[src/rtl/bfcc_pkg.sv]
// Shared types and constants for the BER frame completeness checker.
package bfcc_pkg;

	localparam int unsigned MAX_LENGTH_BYTES_DEF = 4;

	localparam int unsigned LEN_W     = 32;
	localparam int unsigned NEST_W    = 10;
	localparam int unsigned CFG_IDX_W = 1;
	localparam int unsigned CFG_DAT_W = 32;

	localparam logic [LEN_W-1:0]  MAX_CONTENT_RESET = 32'd5000000;
	localparam logic [NEST_W-1:0] MAX_NESTING_RESET = 10'd1000;

	localparam logic [CFG_IDX_W-1:0] CFG_IDX_MAX_CONTENT = 1'b0;
	localparam logic [CFG_IDX_W-1:0] CFG_IDX_MAX_NESTING = 1'b1;

	localparam logic [1:0] ST_COMPLETE   = 2'd0;
	localparam logic [1:0] ST_ERROR      = 2'd1;
	localparam logic [1:0] ST_INCOMPLETE = 2'd2;

	typedef struct packed {
		logic [7:0] data_byte;
		logic       end_of_buffer;
	} in_item_t;

	typedef struct packed {
		logic [1:0]       status;
		logic [LEN_W-1:0] frame_length;
	} out_item_t;

	typedef struct packed {
		logic [LEN_W-1:0]  max_content_length;
		logic [NEST_W-1:0] max_nesting;
	} cfg_t;

endpackage

[src/rtl/bfcc_cfg_regs.sv]
// Configuration registers: content length limit and nesting limit.
module bfcc_cfg_regs
	import bfcc_pkg::*;
(
	input  logic                 clk,
	input  logic                 arst_n,
	input  logic                 cfg_valid,
	output logic                 cfg_ready,
	input  logic [CFG_IDX_W-1:0] cfg_index,
	input  logic [CFG_DAT_W-1:0] cfg_data,
	output cfg_t                 cfg
);

	cfg_t cfg_q;

	assign cfg_ready = 1'b1;
	assign cfg       = cfg_q;

	always_ff @(posedge clk or negedge arst_n) begin
		if (!arst_n) begin
			cfg_q.max_content_length <= MAX_CONTENT_RESET;
			cfg_q.max_nesting        <= MAX_NESTING_RESET;
		end else if (cfg_valid && cfg_ready) begin
			case (cfg_index)
				CFG_IDX_MAX_CONTENT: begin
					cfg_q.max_content_length <= cfg_data[LEN_W-1:0];
				end
				CFG_IDX_MAX_NESTING: begin
					cfg_q.max_nesting <= cfg_data[NEST_W-1:0];
				end
				default: begin
				end
			endcase
		end
	end

endmodule

[src/rtl/bfcc_parser.sv]
// TLV parse state and per-byte next-state and result logic.
module bfcc_parser
	import bfcc_pkg::*;
#(
	parameter int unsigned MAX_LENGTH_BYTES = MAX_LENGTH_BYTES_DEF
) (
	input  logic      clk,
	input  logic      arst_n,
	input  logic      fire,
	input  in_item_t  item,
	input  cfg_t      cfg,
	output logic      res_valid,
	output out_item_t res
);

	localparam int unsigned LEN_CNT_W = $clog2(MAX_LENGTH_BYTES + 1);

	typedef enum logic [2:0] {
		PH_START,
		PH_TAG_ZERO,
		PH_DEEP_PENDING,
		PH_TAG_MORE,
		PH_LEN_FIRST,
		PH_LEN_MORE,
		PH_CONTENT,
		PH_DISCARD
	} phase_t;

	phase_t                 phase_q, phase_d;
	logic [NEST_W:0]        depth_q, depth_d;
	logic                   cons_q, cons_d;
	logic [LEN_CNT_W-1:0]   left_q, left_d;
	logic [LEN_W-1:0]       acc_q, acc_d;
	logic                   ovf_q, ovf_d;
	logic [LEN_W-1:0]       remain_q, remain_d;
	logic [LEN_W-1:0]       count_q, count_d;

	logic [7:0]       b;
	logic             too_deep;
	logic             do_lf, do_begin, do_elem, done;
	logic [LEN_W-1:0] begin_n;

	assign b        = item.data_byte;
	assign too_deep = depth_q > {1'b0, cfg.max_nesting};

	always_comb begin
		phase_d  = phase_q;
		depth_d  = depth_q;
		cons_d   = cons_q;
		left_d   = left_q;
		acc_d    = acc_q;
		ovf_d    = ovf_q;
		remain_d = remain_q;
		count_d  = (count_q == '1) ? count_q : count_q + LEN_W'(1);
		do_lf    = 1'b0;
		do_begin = 1'b0;
		do_elem  = 1'b0;
		done     = 1'b0;
		begin_n  = '0;

		case (phase_q)
			PH_START: begin
				if (b == 8'h00) begin
					phase_d = PH_TAG_ZERO;
				end else if (too_deep) begin
					phase_d = PH_DEEP_PENDING;
				end else begin
					cons_d  = b[5];
					phase_d = (b[4:0] == 5'h1F) ? PH_TAG_MORE : PH_LEN_FIRST;
				end
			end
			PH_TAG_ZERO: begin
				if (b == 8'h00) begin
					if (depth_q == '0) begin
						phase_d = PH_DISCARD;
					end else begin
						depth_d = depth_q - (NEST_W+1)'(1);
						do_elem = 1'b1;
					end
				end else if (too_deep) begin
					phase_d = PH_DISCARD;
				end else begin
					cons_d = 1'b0;
					do_lf  = 1'b1;
				end
			end
			PH_DEEP_PENDING: begin
				phase_d = PH_DISCARD;
			end
			PH_TAG_MORE: begin
				if (!b[7]) begin
					phase_d = PH_LEN_FIRST;
				end
			end
			PH_LEN_FIRST: begin
				do_lf = 1'b1;
			end
			PH_LEN_MORE: begin
				if (acc_q[LEN_W-1:LEN_W-8] != 8'h00) begin
					ovf_d = 1'b1;
				end
				acc_d = {acc_q[LEN_W-9:0], b};
				if (left_q != '0) begin
					left_d = left_q - LEN_CNT_W'(1);
				end
				if (left_d == '0) begin
					if (ovf_d || (acc_d > cfg.max_content_length)) begin
						phase_d = PH_DISCARD;
					end else begin
						do_begin = 1'b1;
						begin_n  = acc_d;
					end
				end
			end
			PH_CONTENT: begin
				if (remain_q != '0) begin
					remain_d = remain_q - LEN_W'(1);
				end
				if (remain_d == '0) begin
					do_elem = 1'b1;
				end
			end
			default: begin
				phase_d = PH_DISCARD;
			end
		endcase

		// first length byte: short form, long form or indefinite
		if (do_lf) begin
			if (b == 8'h80) begin
				if (!cons_d) begin
					phase_d = PH_DISCARD;
				end else begin
					depth_d = depth_q + (NEST_W+1)'(1);
					phase_d = PH_START;
				end
			end else if (!b[7]) begin
				if ({24'h0, b} > cfg.max_content_length) begin
					phase_d = PH_DISCARD;
				end else begin
					do_begin = 1'b1;
					begin_n  = {24'h0, b};
				end
			end else if ((b == 8'hFF) || (b[6:0] > 7'(MAX_LENGTH_BYTES))) begin
				phase_d = PH_DISCARD;
			end else begin
				left_d  = LEN_CNT_W'(b[6:0]);
				acc_d   = '0;
				ovf_d   = 1'b0;
				phase_d = PH_LEN_MORE;
			end
		end

		if (do_begin) begin
			if (begin_n == '0) begin
				do_elem = 1'b1;
			end else begin
				remain_d = begin_n;
				phase_d  = PH_CONTENT;
			end
		end

		// element finished: frame ends at depth zero
		if (do_elem) begin
			if (depth_d == '0) begin
				done = 1'b1;
			end else begin
				phase_d = PH_START;
			end
		end
	end

	assign res_valid          = done || item.end_of_buffer;
	assign res.frame_length   = count_d;
	assign res.status         = done ? ST_COMPLETE :
	                            (phase_d == PH_DISCARD) ? ST_ERROR : ST_INCOMPLETE;

	always_ff @(posedge clk or negedge arst_n) begin
		if (!arst_n) begin
			phase_q  <= PH_START;
			depth_q  <= '0;
			cons_q   <= 1'b0;
			left_q   <= '0;
			acc_q    <= '0;
			ovf_q    <= 1'b0;
			remain_q <= '0;
			count_q  <= '0;
		end else if (fire) begin
			if (res_valid) begin
				phase_q  <= PH_START;
				depth_q  <= '0;
				cons_q   <= 1'b0;
				left_q   <= '0;
				acc_q    <= '0;
				ovf_q    <= 1'b0;
				remain_q <= '0;
				count_q  <= '0;
			end else begin
				phase_q  <= phase_d;
				depth_q  <= depth_d;
				cons_q   <= cons_d;
				left_q   <= left_d;
				acc_q    <= acc_d;
				ovf_q    <= ovf_d;
				remain_q <= remain_d;
				count_q  <= count_d;
			end
		end
	end

endmodule

[src/rtl/ber_frame_completeness_checker_top.sv]
// Top level: input register, parser, configuration registers and result register.
// Each byte passes the input register and the parser; its result goes to the result register.
// Throughput: one byte per cycle unless in_stall is high; parser state updates per byte.
// A byte moves on whenever the result register is empty, being taken, or not needed.
// Reset (arst_n low) clears the parse state, empties both registers and loads
// max_content_length = 5000000 and max_nesting = 1000.
module ber_frame_completeness_checker_top
	import bfcc_pkg::*;
#(
	parameter int unsigned MAX_LENGTH_BYTES = MAX_LENGTH_BYTES_DEF
) (
	input  logic                 clk,
	input  logic                 arst_n,
	input  logic                 in_valid,
	output logic                 in_stall,
	input  in_item_t             in_data,
	output logic                 out_valid,
	input  logic                 out_stall,
	output out_item_t            out_data,
	input  logic                 cfg_valid,
	output logic                 cfg_ready,
	input  logic [CFG_IDX_W-1:0] cfg_index,
	input  logic [CFG_DAT_W-1:0] cfg_data
);

	cfg_t      cfg;
	in_item_t  item_s1;
	logic      valid_s1;
	logic      adv;
	logic      res_valid;
	out_item_t res;
	out_item_t out_q;
	logic      out_valid_q;

	bfcc_cfg_regs u_cfg (
		.clk       (clk),
		.arst_n    (arst_n),
		.cfg_valid (cfg_valid),
		.cfg_ready (cfg_ready),
		.cfg_index (cfg_index),
		.cfg_data  (cfg_data),
		.cfg       (cfg)
	);

	bfcc_parser #(
		.MAX_LENGTH_BYTES (MAX_LENGTH_BYTES)
	) u_parser (
		.clk       (clk),
		.arst_n    (arst_n),
		.fire      (adv),
		.item      (item_s1),
		.cfg       (cfg),
		.res_valid (res_valid),
		.res       (res)
	);

	// advance when the byte makes no result or the result slot frees up
	assign adv      = valid_s1 && (!res_valid || !out_valid_q || !out_stall);
	assign in_stall = valid_s1 && !adv;

	always_ff @(posedge clk or negedge arst_n) begin
		if (!arst_n) begin
			valid_s1 <= 1'b0;
		end else if (!in_stall) begin
			valid_s1 <= in_valid;
		end
	end

	always_ff @(posedge clk) begin
		if (in_valid && !in_stall) begin
			item_s1 <= in_data;
		end
	end

	always_ff @(posedge clk or negedge arst_n) begin
		if (!arst_n) begin
			out_valid_q <= 1'b0;
		end else if (adv && res_valid) begin
			out_valid_q <= 1'b1;
		end else if (!out_stall) begin
			out_valid_q <= 1'b0;
		end
	end

	always_ff @(posedge clk) begin
		if (adv && res_valid) begin
			out_q <= res;
		end
	end

	assign out_valid = out_valid_q;
	assign out_data  = out_q;

endmodule

[config.mk]
export PLATFORM = sky130hd
export DESIGN_NAME = ber_frame_completeness_checker_top
export DESIGN_NICKNAME = d
export VERILOG_FILES = /design/src/rtl/bfcc_pkg.sv /design/src/rtl/bfcc_cfg_regs.sv /design/src/rtl/bfcc_parser.sv /design/src/rtl/ber_frame_completeness_checker_top.sv
export SDC_FILE = /design/constraint.sdc
export NUM_CORES = 1
export LEC_CHECK = 0
export ABC_CLOCK_PERIOD_IN_PS = 10300
export BUFFER_PORTS_ARGS = -buffer_cell sky130_fd_sc_hd__buf_4
export CORE_ASPECT_RATIO = 1.2
export CORE_MARGIN = 5
export CORE_UTILIZATION = 65
export CTS_BUF_LIST = sky130_fd_sc_hd__clkbuf_16
export CTS_CLUSTER_SIZE = 16
export DETAILED_ROUTE_END_ITERATION = 12
export HOLD_SLACK_MARGIN = 0.02
export PLACE_DENSITY = 0.85
export SYNTH_ARGS = -nofsm -noshare
export SYNTH_HDL_FRONTEND = slang
export SYNTH_HIERARCHICAL = 1
export SYNTH_SLANG_ARGS = --single-unit
[constraint.sdc]
create_clock -name clk -period 10.3 [get_ports clk]
set_input_delay 2.575 -clock clk [delete_from_list [all_inputs] [get_ports clk]]
set_output_delay 2.575 -clock clk [all_outputs]
set_load 0.02 [all_outputs]
==> results.rst <==
.. list-table::
   :header-rows: 1

   * - Metric
     - Value
   * - WS Path Type
     - flip-flop to primary output
   * - Iter 0 DRT Violations
     - 951
   * - Number of warnings printed during yosys synthesis
     - 6
   * - Max H-tree Level
     - 1
   * - Average wire per standard cell
     - 20.97 um
   * - Netlist area before placement
     - roughly 0.012 mm2
   * - Share of final-layout standard cells stronger than drive strength 1
     - 0.1635
   * - Fraction of the yosys area taken by sequential cells
     - 0.4450
   * - Die X-Extent
     - 133.4 um
   * - Summed area of non-filler cells in the final layout
     - 0.01324 mm2
   * - Max-cap violations
     - 0
   * - Die outline area
     - 0.02110 mm2
   * - Top-Level Pins
     - 84
   * - Placed cell count
     - 1450
   * - Pin count of the biggest net entering global routing
     - just over 80
   * - Class of the tightest hold or removal check
     - flip-flop to flip-flop
   * - RSZ-0062 raised after global routing
     - false
   * - Area Growth Syn to Fin
     - 11.38%
   * - Final Setup Violations
     - 0
   * - Post-route non-filler standard cell count
     - 1490
   * - Xor and xnor fraction of the mapped netlist area
     - 0.04201
   * - CTS Root Cell
     - sky130_fd_sc_hd__clkbuf_16
   * - Register bit count reported by yosys
     - 202
   * - Routability cong.
     - 0.9681
   * - Initial Utilization
     - 0.6562
   * - Hold bufs inserted after CTS
     - 0
   * - Post-synthesis share of cell area spent on full adders, half adders and majority gates
     - 0.05054
   * - Number of sinks on the clock net
     - roughly 200
   * - Total cell area at the placement stage
     - 0.01257 mm2
   * - Final worst-path setup slack
     - ~2800 ps
   * - Transition time of the tightest slew-check pin
     - 1263 ps
   * - Net count, final
     - approximately 1300
   * - Total power per unit cell area
     - around 200 mW/mm2
   * - Remaining antenna violation count after routing
     - 0
   * - Nature of the critical path startpoint
     - flip-flop
   * - Y dimension of the die
     - 158.1 um
   * - DRT Pass-1 Iters
     - 5
   * - Number of pins with negative max-slew slack in the final report
     - 0
   * - Status
     - finished, final reports clean
   * - Port buffer count
     - between 80 and 90
   * - LEAKAGE
     - between 5 and 6 nW
   * - Multiplexer area fraction after synthesis
     - 0.05444
   * - Insertion delay to the later sink of the worst-skew pair
     - 510 ps
   * - Number of filler instances in the final layout
     - between 1000 and 1500
   * - Clock tree from TritonCTS
     - yes
   * - Share of synthesized registers carrying an async set or reset
     - 0.7871
   * - DPL Wire Length
     - 22.26 mm
   * - Final wirelength
     - 31.25 mm
   * - Multi-input combinational cell area
     - 0.005893 mm2
   * - Gates resized, CTS repair
     - 0
   * - Utilization after layout
     - 0.7309
   * - Detailed-route DRC error count
     - 0
   * - Required time at the endpoint of the critical path
     - 7730 ps
   * - Final Power
     - 2.684 mW
   * - Post-synth net total
     - 1284
   * - Area taken by flip-flops and latches
     - 0.005288 mm2
   * - Total global routing overflow
     - 0
   * - Via count of the first global-routing pass
     - 9768
   * - Top flip-flop cell by instance count after synthesis
     - sky130_fd_sc_hd__dfrtp_1
   * - Synthesized instance count
     - 1189
   * - Post-synthesis area per instance
     - 9.994 um2
   * - Num CTS Buffers
     - 22
   * - Per-cell via count in the routed design
     - 6.611
   * - Fmax
     - 0.1337 GHz
   * - Post-route clock skew
     - 15.46 ps
   * - Synth Area in Compound Gates
     - 0.1743
   * - Fin crit share
     - 0.7263
   * - Placement row count
     - 54
   * - Worst-case vdd ir drop
     - about 0.00013 V
   * - Clock Path Buffers
     - 3
   * - First-pass GRT wire length
     - 50.27 mm
   * - CP Capture Type
     - primary output
   * - Post-place setup slack
     - 3456 ps
   * - Main combinational cell family by area after synthesis
     - compound AO/OA/AOI/OAI gates
   * - Count of inserted antenna diode cells
     - 0
   * - Area inside the core boundary
     - 0.01811 mm2
   * - Vias
     - approximately 9900
   * - Max transition margin
     - 0.1577
   * - Count of distinct cell types in the synthesized netlist
     - 81
   * - Min Tclk post-route
     - 7481 ps
   * - Endpoint arrival time on the critical path
     - 4910 ps
   * - Antenna violations before repair
     - 0
   * - Setup total negative slack
     - 0 ps
   * - Clock transition at path regs
     - 60 ps
   * - Simple-gate portion of the synthesized area
     - 0.1717
   * - GR Util All Layers
     - 0.2943
   * - Post-CTS setup repair buffer count
     - 0
   * - Biggest fanout along the worst timing path
     - 27
   * - Final Hold Viols
     - 0
   * - Number of flops mapped to enable cells by yosys
     - 43
   * - Post-Route Hold Slack
     - 504.2 ps
## routing by layer
| metal | vias up | global-route usage | wire length, um |
|---|---|---|---|
| met5 | - | 0 | 0 |
| met4 | 0 | 0.1171 | 1111 |
| met3 | 88 | 0.03814 | 2069 |
| met2 | 440 | 0.5116 | 15270 |
| met1 | 4795 | 0.3775 | 12790 |
| li1 | 4528 | - | - |
## registers in the layout, summed over array words and instances, names as in the netlist, 3 cells and up
signal / cells
out_data: 34
u_parser/depth_q: 11
u_parser/count_q: 32
u_parser/phase_q: 3
u_parser/acc_q: 32
item_s1: 9
u_parser/left_q: 3
u_parser/remain_q: 32
u_cfg/cfg: 42
## power breakdown
part,internal (mW),switching (mW)
logic,0.369,0.576
registers,0.900,0.0993
clock network,0.425,0.315
total,1.69,0.990
## kinds of logic after synthesis
family | count (synthesis)
other | 1
adder cells (fa/ha/maj) | 48
AO/OA/AOI/OAI | 296
XOR/XNOR | 57
AND/OR/NAND/NOR | 370
multiplexers | 48
buffers and inverters | 167
flip-flops | 202
## layout by cell type (no fill, tap or decap), types with 37 or more instances in the layout
master                     instances
sky130_fd_sc_hd__xnor2_1          47
sky130_fd_sc_hd__ha_1             48
sky130_fd_sc_hd__edfxtp_1         43
sky130_fd_sc_hd__dfrtp_1         145
sky130_fd_sc_hd__a21oi_1          37
sky130_fd_sc_hd__nor2_1           53
sky130_fd_sc_hd__inv_1           122
sky130_fd_sc_hd__o21ai_0          64
sky130_fd_sc_hd__o22ai_1          37
sky130_fd_sc_hd__nor3_1           42
sky130_fd_sc_hd__nand2_1          59
sky130_fd_sc_hd__buf_4            89
## layout make-up
cell class	count	area share
Timing Repair Buffer	90	0.05133
Clock inverter	17	0.006901
Sequential cell	202	0.3995
Tap cell	224	0.02118
Clock buffer	23	0.04349
Multi-Input combinational cell	820	0.4453
Inverter	114	0.03233
## final timing paths
path / startpoint / endpoint / slack (ps) / cells past startpoint
worst max-delay path: u_parser/phase_q[1]$_DFFE_PN0P_ / in_stall / 2820 / 12
worst min-delay path: u_cfg/cfg[1]$_DFFE_PN0P_ / u_cfg/cfg[1]$_DFFE_PN0P_ / 500 / 1
worst max register to register: u_parser/phase_q[1]$_DFFE_PN0P_ / u_parser/acc_q[29]$_DFFE_PN0P_ / 3630 / 15
worst min register to register: u_cfg/cfg[1]$_DFFE_PN0P_ / u_cfg/cfg[1]$_DFFE_PN0P_ / 500 / 1
max in group asynchronous: arst_n / u_cfg/cfg[20]$_DFFE_PN0P_ / 6730 / 2
min in group asynchronous: arst_n / u_parser/count_q[0]$_DFFE_PN0P_ / 2100 / 1
## synth_stat cells, types with 37 or more instances
cell type,instances,area [um2]
sky130_fd_sc_hd__dfrtp_1,145,3628
sky130_fd_sc_hd__inv_1,113,424.2
sky130_fd_sc_hd__o21ai_0,64,320.3
sky130_fd_sc_hd__nand2_1,59,221.5
sky130_fd_sc_hd__nor2_1,55,206.5
sky130_fd_sc_hd__ha_1,48,600.6
sky130_fd_sc_hd__xnor2_1,47,411.6
sky130_fd_sc_hd__edfxtp_1,43,1291
sky130_fd_sc_hd__nor3_1,42,210.2
sky130_fd_sc_hd__a21oi_1,38,190.2
sky130_fd_sc_hd__o22ai_1,37,231.5
## critical path, stage by stage (launching register included)
cell	delay [ps]
sky130_fd_sc_hd__dfrtp_1	580
sky130_fd_sc_hd__or4b_2	700
sky130_fd_sc_hd__nor3_1	800
sky130_fd_sc_hd__nand2_1	300
sky130_fd_sc_hd__o31ai_1	490
sky130_fd_sc_hd__xor2_1	130
sky130_fd_sc_hd__nor3_1	350
sky130_fd_sc_hd__a21oi_1	160
sky130_fd_sc_hd__a31oi_4	150
sky130_fd_sc_hd__buf_4	360
sky130_fd_sc_hd__nand4_2	170
sky130_fd_sc_hd__inv_1	80
sky130_fd_sc_hd__buf_4	130
(Power assumes the default switching activity.)
